File: config.mk
export PLATFORM = sky130hd
export DESIGN_NAME = transfer_boundary_splitter
export DESIGN_NICKNAME = d
export VERILOG_FILES = /design/src/rtl/tbs_pkg.sv /design/src/rtl/transfer_boundary_splitter.sv /design/src/rtl/tbs_regs.sv /design/src/rtl/tbs_ctrl.sv /design/src/rtl/tbs_datapath.sv
export VERILOG_INCLUDE_DIRS = /design/src /design/src/rtl
export SDC_FILE = /design/constraint.sdc
export NUM_CORES = 1
export LEC_CHECK = 0
export BUFFER_PORTS_ARGS = -buffer_cell sky130_fd_sc_hd__buf_2
export CAP_MARGIN = 0
export CORE_MARGIN = 3
export CORE_UTILIZATION = 53
export CTS_CLUSTER_DIAMETER = 50
export DETAILED_ROUTE_END_ITERATION = 8
export PLACE_DENSITY = 0.78
export SETUP_SLACK_MARGIN = 0.5
export SKIP_CTS_REPAIR_TIMING = 1
export SLEW_MARGIN = 20
export SYNTH_ARGS = -nofsm -noshare
export SYNTH_HDL_FRONTEND = slang
export SYNTH_SLANG_ARGS = --single-unit
File: constraint.sdc
create_clock -name clk -period 9.4 [get_ports clk]
set_input_delay 0.47 -clock clk [delete_from_list [all_inputs] [get_ports clk]]
set_output_delay 0.47 -clock clk [all_outputs]
set_load 0.03 [all_outputs]
File: src/rtl/transfer_boundary_splitter_assert.svh
// Assertion macros for the transfer boundary splitter.
`ifndef TRANSFER_BOUNDARY_SPLITTER_ASSERT_SVH
`define TRANSFER_BOUNDARY_SPLITTER_ASSERT_SVH

// Same-cycle implication, sampled on clk and switched off during reset.
`define TBS_ASSERT_IMP(name, ante, cons, msg) \
  name: assert property (@(posedge clk) disable iff (rst) (ante) |-> (cons)) \
    else $error(msg);

// Next-cycle implication, sampled on clk and switched off during reset.
`define TBS_ASSERT_NXT(name, ante, cons, msg) \
  name: assert property (@(posedge clk) disable iff (rst) (ante) |=> (cons)) \
    else $error(msg);

`endif

File: src/rtl/tbs_pkg.sv
// Shared types and constants of the transfer boundary splitter.
`default_nettype none

package tbs_pkg;

  localparam int ADDR_W         = 48;
  localparam int CNT_W          = 30;
  localparam int LEN_OUT_W      = 26;
  localparam int FILL_W         = 8;
  localparam int KIND_W         = 3;
  localparam int BASE_W         = 48;
  localparam int USED_W         = 33;
  localparam int PADDR_W        = 4;
  localparam int PDATA_W        = 64;
  localparam int CHUNK_LOG2_DEF = 25;
  localparam int ADDR_BITS_DEF  = 48;
  localparam int MAX_BLOCKS     = 31;

  localparam logic REG_BASE = 1'b0;
  localparam logic REG_USED = 1'b1;

  localparam logic OP_FILL = 1'b0;
  localparam logic OP_COPY = 1'b1;

  typedef enum logic [1:0] {
    ST_IDLE,
    ST_CLASSIFY,
    ST_SPLIT
  } tbs_state_t;

  typedef struct packed {
    logic load;
    logic classify;
    logic emit;
  } tbs_cmd_t;

  typedef struct packed {
    logic last;
  } tbs_stat_t;

endpackage

`default_nettype wire

File: src/rtl/transfer_boundary_splitter.sv
// Top level of the transfer boundary splitter.
//
//   Channel   Handshake                      Payload
//   request   start in, busy out             op, dst_addr, src_addr, byte_count,
//                                            fill_value, transfer_kind
//   chunk     chunk_valid out, one cycle     chunk_dst, chunk_src, chunk_len, out_op,
//                                            out_fill, out_kind, status, last
//   config    APB psel/penable/pwrite        paddr, pwdata, prdata, pready
//
// A request is taken when start is high and busy is low. A classify state checks it
// against the device window, then the split state emits one chunk per cycle, and busy
// stays high through both states.
// Each chunk appears on the outputs in the cycle after it is formed, for one cycle only.
// A rejected request, or one of zero bytes, gives a single transfer with last set.
// Reset is synchronous and clears the controller, the strobe and both registers.
// The receiver cannot stall; a new request may enter while the final chunk shows.
`default_nettype none
`include "transfer_boundary_splitter_assert.svh"

module transfer_boundary_splitter #(
  parameter int CHUNK_LOG2 = tbs_pkg::CHUNK_LOG2_DEF,
  parameter int ADDR_BITS  = tbs_pkg::ADDR_BITS_DEF
) (
  input  wire logic                           clk,
  input  wire logic                           rst,
  input  wire logic                           start,
  output logic                                busy,
  input  wire logic                           op,
  input  wire logic [tbs_pkg::ADDR_W-1:0]     dst_addr,
  input  wire logic [tbs_pkg::ADDR_W-1:0]     src_addr,
  input  wire logic [tbs_pkg::CNT_W-1:0]      byte_count,
  input  wire logic [tbs_pkg::FILL_W-1:0]     fill_value,
  input  wire logic [tbs_pkg::KIND_W-1:0]     transfer_kind,
  output logic                                chunk_valid,
  output logic      [tbs_pkg::ADDR_W-1:0]     chunk_dst,
  output logic      [tbs_pkg::ADDR_W-1:0]     chunk_src,
  output logic      [tbs_pkg::LEN_OUT_W-1:0]  chunk_len,
  output logic                                out_op,
  output logic      [tbs_pkg::FILL_W-1:0]     out_fill,
  output logic      [tbs_pkg::KIND_W-1:0]     out_kind,
  output logic                                status,
  output logic                                last,
  input  wire logic                           psel,
  input  wire logic                           penable,
  input  wire logic                           pwrite,
  input  wire logic [tbs_pkg::PADDR_W-1:0]    paddr,
  input  wire logic [tbs_pkg::PDATA_W-1:0]    pwdata,
  output logic      [tbs_pkg::PDATA_W-1:0]    prdata,
  output logic                                pready
);
  import tbs_pkg::*;

  tbs_cmd_t          cmd;
  tbs_stat_t         stat;
  logic [BASE_W-1:0] region_base;
  logic [USED_W-1:0] region_used;

  tbs_regs u_regs (
    .clk         (clk),
    .rst         (rst),
    .psel        (psel),
    .penable     (penable),
    .pwrite      (pwrite),
    .paddr       (paddr),
    .pwdata      (pwdata),
    .prdata      (prdata),
    .pready      (pready),
    .region_base (region_base),
    .region_used (region_used)
  );

  tbs_ctrl u_ctrl (
    .clk   (clk),
    .rst   (rst),
    .start (start),
    .busy  (busy),
    .cmd   (cmd),
    .stat  (stat)
  );

  tbs_datapath #(
    .CHUNK_LOG2 (CHUNK_LOG2),
    .ADDR_BITS  (ADDR_BITS)
  ) u_dp (
    .clk           (clk),
    .rst           (rst),
    .cmd           (cmd),
    .stat          (stat),
    .region_base   (region_base),
    .region_used   (region_used),
    .op            (op),
    .dst_addr      (dst_addr),
    .src_addr      (src_addr),
    .byte_count    (byte_count),
    .fill_value    (fill_value),
    .transfer_kind (transfer_kind),
    .chunk_valid   (chunk_valid),
    .chunk_dst     (chunk_dst),
    .chunk_src     (chunk_src),
    .chunk_len     (chunk_len),
    .out_op        (out_op),
    .out_fill      (out_fill),
    .out_kind      (out_kind),
    .status        (status),
    .last          (last)
  );

  // An accepted request keeps the block busy while it is classified.
  `TBS_ASSERT_NXT(a_accept_busy, start && !busy, busy, "accepted request did not raise busy")
  // A rejection is always a single final transfer with no length.
  `TBS_ASSERT_IMP(a_reject_last, chunk_valid && status, last && (chunk_len == '0),
                  "rejected request not a single empty final chunk")
  // After the final chunk the controller is idle, so no chunk follows at once.
  `TBS_ASSERT_NXT(a_last_gap, chunk_valid && last, !chunk_valid,
                  "chunk emitted directly after the final chunk")
  // While idle nothing is being split, so no chunk can be formed.
  `TBS_ASSERT_NXT(a_idle_quiet, !busy && !$past(busy), !chunk_valid,
                  "chunk emitted while the block was idle")

endmodule

`default_nettype wire

File: src/rtl/tbs_regs.sv
// APB configuration registers holding the device window.
`default_nettype none

module tbs_regs (
  input  wire logic                          clk,
  input  wire logic                          rst,
  input  wire logic                          psel,
  input  wire logic                          penable,
  input  wire logic                          pwrite,
  input  wire logic [tbs_pkg::PADDR_W-1:0]   paddr,
  input  wire logic [tbs_pkg::PDATA_W-1:0]   pwdata,
  output logic      [tbs_pkg::PDATA_W-1:0]   prdata,
  output logic                               pready,
  output logic      [tbs_pkg::BASE_W-1:0]    region_base,
  output logic      [tbs_pkg::USED_W-1:0]    region_used
);
  import tbs_pkg::*;

  logic wr_en;

  assign pready = 1'b1;
  assign wr_en  = psel && penable && pwrite && pready;

  always_ff @(posedge clk) begin
    if (rst) begin
      region_base <= '0;
      region_used <= '0;
    end else if (wr_en) begin
      unique case (paddr[3])
        REG_BASE: region_base <= pwdata[BASE_W-1:0];
        REG_USED: region_used <= pwdata[USED_W-1:0];
        default:  ;
      endcase
    end
  end

  always_comb begin
    unique case (paddr[3])
      REG_BASE: prdata = PDATA_W'(region_base);
      REG_USED: prdata = PDATA_W'(region_used);
      default:  prdata = '0;
    endcase
  end

endmodule

`default_nettype wire

File: src/rtl/tbs_ctrl.sv
// Controller state machine sequencing load, classification and chunk emission.
`default_nettype none

module tbs_ctrl (
  input  wire logic                clk,
  input  wire logic                rst,
  input  wire logic                start,
  output logic                     busy,
  output tbs_pkg::tbs_cmd_t        cmd,
  input  wire tbs_pkg::tbs_stat_t  stat
);
  import tbs_pkg::*;

  tbs_state_t state, state_next;

  always_ff @(posedge clk) begin
    if (rst) begin
      state <= ST_IDLE;
    end else begin
      state <= state_next;
    end
  end

  always_comb begin
    state_next = state;
    unique case (state)
      ST_IDLE:     if (start) state_next = ST_CLASSIFY;
      ST_CLASSIFY: state_next = ST_SPLIT;
      ST_SPLIT:    if (stat.last) state_next = ST_IDLE;
      default:     state_next = ST_IDLE;
    endcase
  end

  always_comb begin
    cmd  = '0;
    busy = 1'b1;
    unique case (state)
      ST_IDLE: begin
        busy     = 1'b0;
        cmd.load = start;
      end
      ST_CLASSIFY: cmd.classify = 1'b1;
      ST_SPLIT:    cmd.emit     = 1'b1;
      default:     busy         = 1'b1;
    endcase
  end

endmodule

`default_nettype wire

File: src/rtl/tbs_datapath.sv
// Datapath: request registers, window test, chunk length and result registers.
`default_nettype none

module tbs_datapath #(
  parameter int CHUNK_LOG2 = tbs_pkg::CHUNK_LOG2_DEF,
  parameter int ADDR_BITS  = tbs_pkg::ADDR_BITS_DEF
) (
  input  wire logic                           clk,
  input  wire logic                           rst,
  input  wire tbs_pkg::tbs_cmd_t              cmd,
  output tbs_pkg::tbs_stat_t                  stat,
  input  wire logic [tbs_pkg::BASE_W-1:0]     region_base,
  input  wire logic [tbs_pkg::USED_W-1:0]     region_used,
  input  wire logic                           op,
  input  wire logic [tbs_pkg::ADDR_W-1:0]     dst_addr,
  input  wire logic [tbs_pkg::ADDR_W-1:0]     src_addr,
  input  wire logic [tbs_pkg::CNT_W-1:0]      byte_count,
  input  wire logic [tbs_pkg::FILL_W-1:0]     fill_value,
  input  wire logic [tbs_pkg::KIND_W-1:0]     transfer_kind,
  output logic                                chunk_valid,
  output logic      [tbs_pkg::ADDR_W-1:0]     chunk_dst,
  output logic      [tbs_pkg::ADDR_W-1:0]     chunk_src,
  output logic      [tbs_pkg::LEN_OUT_W-1:0]  chunk_len,
  output logic                                out_op,
  output logic      [tbs_pkg::FILL_W-1:0]     out_fill,
  output logic      [tbs_pkg::KIND_W-1:0]     out_kind,
  output logic                                status,
  output logic                                last
);
  import tbs_pkg::*;

  localparam int AW  = (ADDR_BITS < ADDR_W) ? ADDR_BITS : ADDR_W;
  localparam int LW  = CHUNK_LOG2 + 1;
  localparam int CW  = (LW > CNT_W) ? LW : CNT_W;
  localparam int EW  = BASE_W + 1;
  localparam logic [63:0]   MaxBytes   = 64'(MAX_BLOCKS) << CHUNK_LOG2;
  localparam logic [LW-1:0] BlockBytes = {1'b1, {CHUNK_LOG2{1'b0}}};

  // Request held while it is being split.
  logic              op_q;
  logic [AW-1:0]     dst;
  logic [AW-1:0]     src;
  logic [CNT_W-1:0]  rem;
  logic [FILL_W-1:0] fill_q;
  logic [KIND_W-1:0] kind_q;
  logic              reject;
  logic              split_d;
  logic              split_s;

  logic [EW-1:0]     region_end;
  logic              rem_small;
  logic [LW-1:0]     len_base;
  logic [LW-1:0]     room_d;
  logic [LW-1:0]     room_s;
  logic [LW-1:0]     len_d;
  logic [LW-1:0]     len;
  logic              last_chunk;

  function automatic logic in_win(input logic [AW-1:0] a, input logic [BASE_W-1:0] base,
                                  input logic [EW-1:0] lim);
    logic [EW-1:0] ax;
    ax     = EW'(a);
    in_win = (ax >= EW'(base)) && (ax < lim);
  endfunction

  assign region_end = EW'(region_base) + EW'(region_used);

  // A chunk is at most one block, and stops at each boundary that applies.
  assign rem_small  = (rem >> CHUNK_LOG2) == '0;
  assign len_base   = rem_small ? LW'(rem) : BlockBytes;
  assign room_d     = BlockBytes - {1'b0, dst[CHUNK_LOG2-1:0]};
  assign room_s     = BlockBytes - {1'b0, src[CHUNK_LOG2-1:0]};
  assign len_d      = (split_d && (room_d < len_base)) ? room_d : len_base;
  assign len        = (split_s && (room_s < len_d)) ? room_s : len_d;
  assign last_chunk = reject || (CW'(len) == CW'(rem));
  assign stat.last  = last_chunk;

  always_ff @(posedge clk) begin
    if (cmd.load) begin
      op_q   <= op;
      dst    <= dst_addr[AW-1:0];
      src    <= (op == OP_COPY) ? src_addr[AW-1:0] : '0;
      rem    <= byte_count;
      fill_q <= fill_value;
      kind_q <= transfer_kind;
      reject <= 64'(byte_count) > MaxBytes;
    end else if (cmd.classify) begin
      split_d <= (op_q == OP_FILL) || in_win(dst, region_base, region_end);
      split_s <= (op_q == OP_COPY) && in_win(src, region_base, region_end);
    end else if (cmd.emit) begin
      rem <= rem - CNT_W'(len);
      dst <= dst + AW'(len);
      if (op_q == OP_COPY) begin
        src <= src + AW'(len);
      end
    end
  end

  always_ff @(posedge clk) begin
    if (rst) begin
      chunk_valid <= 1'b0;
    end else begin
      chunk_valid <= cmd.emit;
    end
  end

  always_ff @(posedge clk) begin
    if (cmd.emit) begin
      out_op   <= op_q;
      out_fill <= fill_q;
      out_kind <= kind_q;
      status   <= reject;
      last     <= last_chunk;
      if (reject) begin
        chunk_dst <= '0;
        chunk_src <= '0;
        chunk_len <= '0;
      end else begin
        chunk_dst <= ADDR_W'(dst);
        chunk_src <= ADDR_W'(src);
        chunk_len <= LEN_OUT_W'(len);
      end
    end
  end

endmodule

`default_nettype wire

After elaboration in Yosys (flattened, before gate mapping)
Index checks and enable logic that the tools add are counted.
{"block": "totals", "register_bits": 361, "latchBits": 0, "ram_bits": 0, "rom_bits": 0, "input_bits": 212, "out_inout_bits": 203, "wordCells": 84, "memories": 0}
{"block": "op_classes", "addsub": 6, "n_mul": 0, "div": 0, "magnitude_cmp": 7, "n_eq_ne": 6, "shifts": 0, "mux": 22, "bitwise_logic": 3, "n_reduce_logical": 19}
{"op": "$mux 48", "n": 8}
{"op": "$pmux 64 s2", "n": 1}
{"op": "$lt 48x49->1", "n": 2}
{"op": "$add 48x26->48", "n": 2}
{"op": "$ge 48x48->1", "n": 2}
{"op": "$mux 30", "n": 3}
{"op": "$mux 26", "n": 3}
{"op": "$lt 26x26->1", "n": 2}
{"op": "$sub 26x25->26 const A", "n": 2}
{"op": "$add 48x33->49", "n": 1}
{"op": "$eq 26x30->1", "n": 1}
{"op": "$gt 30x30->1 const B", "n": 1}
{"op": "$logic_not 30->1", "n": 1}
{"op": "$sub 30x26->30", "n": 1}
{"op": "$reduce_and 2->1", "n": 5}
{"op": "$logic_and 1x1->1", "n": 7}
{"op": "$pmux 2 s3", "n": 1}
{"op": "$mux 1", "n": 4}
{"op": "$mux 2", "n": 2}
{"op": "$ne 2x2->1 const B", "n": 2}
{"op": "$reduce_bool 2->1", "n": 2}
{"op": "$not 1->1", "n": 3}
{"op": "$reduce_and 3->1", "n": 1}
{"op": "$eq 2x1->1 const B", "n": 1}
{"op": "other kinds (4)", "n": 5}

Longest topological paths before layout
{"block": "logic_depth", "depth_word": 13, "mapped_depth": 42, "ltp_nobuf": 38}

Hierarchy
From an unflattened synthesis, not the netlist that was laid out.
{"block": "unflattened", "hier_cells": 2925, "hier_area_um2": 28003.1}
{"mod": "tbs_datapath", "n_inst": 1, "cells_each": 2526, "area_each_um2": 23901.7, "seq_area_each_um2": 8338.0}
{"mod": "tbs_regs", "n_inst": 1, "cells_each": 388, "area_each_um2": 3983.8, "seq_area_each_um2": 1621.6}
{"mod": "tbs_ctrl", "n_inst": 1, "cells_each": 11, "area_each_um2": 117.6, "seq_area_each_um2": 40.0}

Worst setup path before layout
Ideal clock, no wire load.
{"block": "synth_path", "path_type": "register to register", "startpoint": "register u_dp.dst[15]", "endpoint": "register u_dp.src[30] (data pin)", "setup_time_ps": 270, "t_arrival_ps": 8762, "required_ps": 9130, "path_slack_ps": 367, "path_stages_with_launch": 41, "path_buffers": 5, "period_less_slack_ps": 9033, "path_cell_list": "edfxtp_1 or4_4 or4_4 or4_1 nor2_1 xnor2_1 ha_1 a21o_1 a21o_1 a221oi_1 o41ai_1 a41oi_1 o41ai_2 buf_2 buf_2 o21ai_0 inv_1 ha_1 (+5 left out) a31oi_1 o21a_1 buf_4 buf_4 mux2i_1 inv_1 fa_1 a21o_1 a21oi_1 o21ai_0 a41o_1 a21oi_1 o311ai_0 a221oi_1 clkbuf_1 nor2_1 xnor2_1 a21oi_1"}
{"block": "synth_between", "elab_chain_cells": 12}
{"element": "start: declaration", "line_no": "tbs_datapath.sv:41", "rtl": "logic [AW-1:0] dst;"}
{"element": "start signal: assignment", "line_no": "tbs_datapath.sv:81", "rtl": "dst <= dst_addr[AW-1:0];"}
{"element": "start signal: assignment", "line_no": "tbs_datapath.sv:92", "rtl": "dst <= dst + AW'(len);"}
{"element": "$sub 26x25->26 *", "line_no": "tbs_datapath.sv:71", "rtl": "assign room_d = BlockBytes - {1'b0, dst[CHUNK_LOG2-1:0]};"}
{"element": "$lt 26x26->1", "line_no": "tbs_datapath.sv:73", "rtl": "assign len_d = (split_d && (room_d < len_base)) ? room_d : len_base;"}
{"element": "$logic_and 1x1->1", "line_no": "tbs_datapath.sv:73"}
{"element": "$mux 26 *", "line_no": "tbs_datapath.sv:73"}
{"element": "$lt 26x26->1", "line_no": "tbs_datapath.sv:74", "rtl": "assign len = (split_s && (room_s < len_d)) ? room_s : len_d;"}
{"element": "$logic_and 1x1->1", "line_no": "tbs_datapath.sv:74"}
{"element": "$mux 26 *", "line_no": "tbs_datapath.sv:74"}
{"element": "via u_dp.len[1]", "line_no": "tbs_datapath.sv:56", "rtl": "logic [LW-1:0] len;"}
{"element": "$add 48x26->48 *", "line_no": "tbs_datapath.sv:94", "rtl": "src <= src + AW'(len);"}
{"element": "$mux 48 *", "line_no": "tbs_datapath.sv:93", "rtl": "if (op_q == OP_COPY) begin"}
{"element": "$mux 48 *", "line_no": "tbs_datapath.sv:90", "rtl": "end else if (cmd.emit) begin"}
{"element": "$mux 48 *", "line_no": "tbs_datapath.sv:87", "rtl": "end else if (cmd.classify) begin"}
{"element": "$mux 48 *", "line_no": "tbs_datapath.sv:79", "rtl": "if (cmd.load) begin"}
{"element": "end signal: assignment", "line_no": "tbs_datapath.sv:82", "rtl": "src <= (op == OP_COPY) ? src_addr[AW-1:0] : '0;"}
{"element": "end signal: assignment", "line_no": "tbs_datapath.sv:94"}
{"element": "end: declaration", "line_no": "tbs_datapath.sv:42", "rtl": "logic [AW-1:0] src;"}
The timed path passes the listed nets; every way through them passes the cells marked *. The select of a mux whose other input is x is not followed.
A chain may end at the register's enable or synchronous reset.

Final worst setup path
{"block": "layout_path", "startpoint": "register u_dp.dst[13]", "endpoint": "register u_dp.src[30] (data pin)"}
Same word-level chain as after synthesis.

==> flow_summary_export.csv <==
group,metric,value,unit
pwr,power_density,320,nW/um^2
run,max_cap_violations,0,
global_routing,grt_pass1_vias,23600,
final_layout,final_nets,4103,
logic_synthesis,synth_common_cells,"382 x nand2_1, 350 x ha_1, 277 x edfxtp_1",
logic_synthesis,postSynthCellCount,3059,
global_routing,grt_max_degree,108,
floorplan,design.die.area,54700,um^2
global_routing,use_met2,0.499,
floorplan,num_io_pins,415,
clocking,cts_max_level,2,
critical_path,end_kind,"register",
global_routing,track_usage,0.303,
critical_path,cp.arrival,9460,ps
pwr,p_int,6.11,mW
floorplan,die_height,234,um
drt,vias,25400,
global_routing,overflow,0,
pwr,clkPwrFrac,0.159,
clocking,cts.sink_count,361,
logic_synthesis,synth.most_common_cell,"nand2_1",
final_layout,synthToLayoutAreaGrowth,22.8,%
timing,worstMarginPinSlew,1140,ps
logic_synthesis,synth.area.top_cells,"edfxtp_1 30%, ha_1 16%, dfxtp_1 6.1%",
final_layout,fin_util,0.667,
drt,viasPerCell,5.98,
pwr,switching_share,0.435,
run_status,status,"finished clean",
logic_synthesis,synth_edf_count,277,
timing,rsz0062_at_grt,"yes",
placed_design,port_buffers,378,
clocking,cts_tree,"yes",
timing,fmax,0.109,GHz
clocking,path_clk_slew,60,ps
global_routing,top_usage_layer,"met2",
floorplan,die_w,234,um
critical_path,slowest_delay,560,ps
clocking,numCtsBuffers,46,
logic_synthesis,postSynth.asyncResetShare,0,
timing,finalSetupViolCount,0,
placed_design,gp_congestion,0.982,
drt,drc,0,
timing,period_share,0.976,
drt,wl_per_cell,20.9,um
clocking,clock_latency,600,ps
global_routing,grt_util_met1,0.381,
global_routing,grt_antenna_before_repair,2,
global_routing,met3_usage,0.0562,
drt,final_antenna_net_count,0,
logic_synthesis,synth_top_cell_by_area,"edfxtp_1",
logic_synthesis,ys_types,71,
critical_path,worst_path_max_delay_cell,"or4_4",
logic_synthesis,synth_area,27500,um^2
drt,routed_wirelength,88900,um
logic_synthesis,synth_top_area_share,0.302,
clocking,clockBufferDepth,3,
pwr,pwr-share-comb,0.602,
logic_synthesis,ys_ff_latch,361,
pwr,power.share.sequential,0.240,
pwr,max-vdd-ir-drop,0.207,mV
final_layout,nFillCells,4097,
pwr,power.switching,4.71,mW
timing,period_needed,9170,ps
timing,drv_slew,0,
placed_design,dp.final_hpwl,65700,um
pwr,p_leak,14.2,nW
pwr,finalPower,10.8,mW
drt,drtIter0Drc,2299,
timing,hold_ws,53.4,ps
logic_synthesis,synth-main-ff-cell,"edfxtp_1",
logic_synthesis,synth_seq_area_share,0.363,
timing,slew-limit-headroom,0.239,
floorplan,initial_core_util,0.543,
critical_path,path_max_fanout,8,
hold_path,hold_path_class,"in2reg",
clocking,cts_root_buf,"clkbuf_16",
logic_synthesis,syn_avg_cell_area,9.00,um^2
critical_path,crit_top_cell,"a21o_1",
global_routing,grt_pass1_wl,129000,um
floorplan,core_area,50700,um^2
timing,hold_violations,0,
critical_path,critPathRequiredTime,9690,ps
floorplan,num_rows,82,
logic_synthesis,yosys_warnings,0,
critical_path,start_kind,"register",
final_layout,drive_gt1_frac,0.226,
drt,firstDrtPassIters,5,
critical_path,worstSetupPathType,"reg2reg",
timing,finClkSkew,13.0,ps
==> state kept, by name, summed over array words and instances (netlist names) <==
name,cells
u_dp.chunk_len,26
u_dp.chunk_valid,1
u_dp.src,48
u_dp.split_d,1
u_dp.op_q,1
u_dp.last,1
u_dp.status,1
u_dp.split_s,1
u_dp.fill_q,8
u_dp.kind_q,3
u_dp.chunk_dst,48
u_dp.dst,48
u_dp.reject,1
u_regs.region_used,33
u_dp.out_fill,8
u_ctrl.state,2
u_dp.out_kind,3
u_dp.out_op,1
u_dp.rem,30
u_regs.region_base,48
u_dp.chunk_src,48
==> cells by family after synthesis <==
| logic type | share of synthesized area |
|---|---|
| flops | 0.363 |
| buf+inv | 0.0416 |
| other cells | 0.000273 |
| mux | 0.0166 |
| compound gates | 0.171 |
| fa+ha+maj | 0.162 |
| simple gates | 0.185 |
| xor+xnor | 0.0601 |
==> cells in the final DEF, fill, tap and decap left out, types with 84 or more instances in the layout <==
master	Yosys	routed
a21oi_1	257	241
edfxtp_1	277	277
nor2b_1	119	117
dfxtp_1	84	84
nor2_1	197	189
ha_1	350	320
a21o_1	143	143
buf_4	20	138
buf_2	3	378
xnor2_1	120	119
o21ai_0	193	162
inv_1	157	140
nand2_1	382	376
==> layout make-up <==
class	count	area (um^2)	share of cell area
Sequential cell	361	10000	0.296
Antenna cell	2	5.00	0.000148
Multi-Input combinational cell	2431	17600	0.522
Inverter	158	596	0.0176
Clock inverter	29	239	0.00707
Tap cell	672	841	0.0249
Timing Repair Buffer	539	3260	0.0965
Clock buffer	55	1230	0.0363
==> critical path, delay by kind of cell (launching register included) <==
family / cells / cell delay [ps]
adder cells (fa/ha/maj): 3 / 960
flip-flops: 1 / 410
AND/OR/NAND/NOR: 5 / 1740
XOR/XNOR: 2 / 320
multiplexers: 2 / 410
buffers and inverters: 11 / 1660
AO/OA/AOI/OAI: 18 / 3340
==> power by group through the flow <==
stage          Sequential [mW]  Clock (mW)  Combinational (mW)
6_report                  2.59        1.72                6.51
3_3_place_gp              2.58           0                5.32
5_1_grt                   2.62        1.81                7.11
4_1_cts                   2.56        1.73                5.49
2_1_floorplan             2.52           0                3.75
3_5_place_dp              2.59           0                5.43
==> through the flow <==
step | worst slack, ps | setup TNS [ps] | cells | instance area, um^2
2_1_floorplan | 518 | 0 | 3074 | 27600
3_3_place_gp | 109 | 0 | 4118 | 30800
3_5_place_dp | -137 | -1470 | 4118 | 30800
4_1_cts | -187 | -2210 | 4202 | 32200
5_1_grt | 0.240 | 0 | 4247 | 33800
6_report | 229 | 0 | 4247 | 33800
==> final timing paths <==
kind                         start               end  slack [ps]  cells after the start
setup reg to reg      u_dp.dst[13]      u_dp.src[30]         230                     41
hold reg to reg     u_dp.fill_q[4]  u_dp.out_fill[4]         420                      0
setup / recovery      u_dp.dst[13]      u_dp.src[30]         230                     41
hold / removal    transfer_kind[2]    u_dp.kind_q[2]          50                      1
==> layer usage <==
metal	part of all wire	up-vias
met4	0.058	0
met5	0	-
met3	0.079	302
met1	0.39	11900
li1	-	12100
met2	0.47	1173
Power figures use the tool's default switching activity.
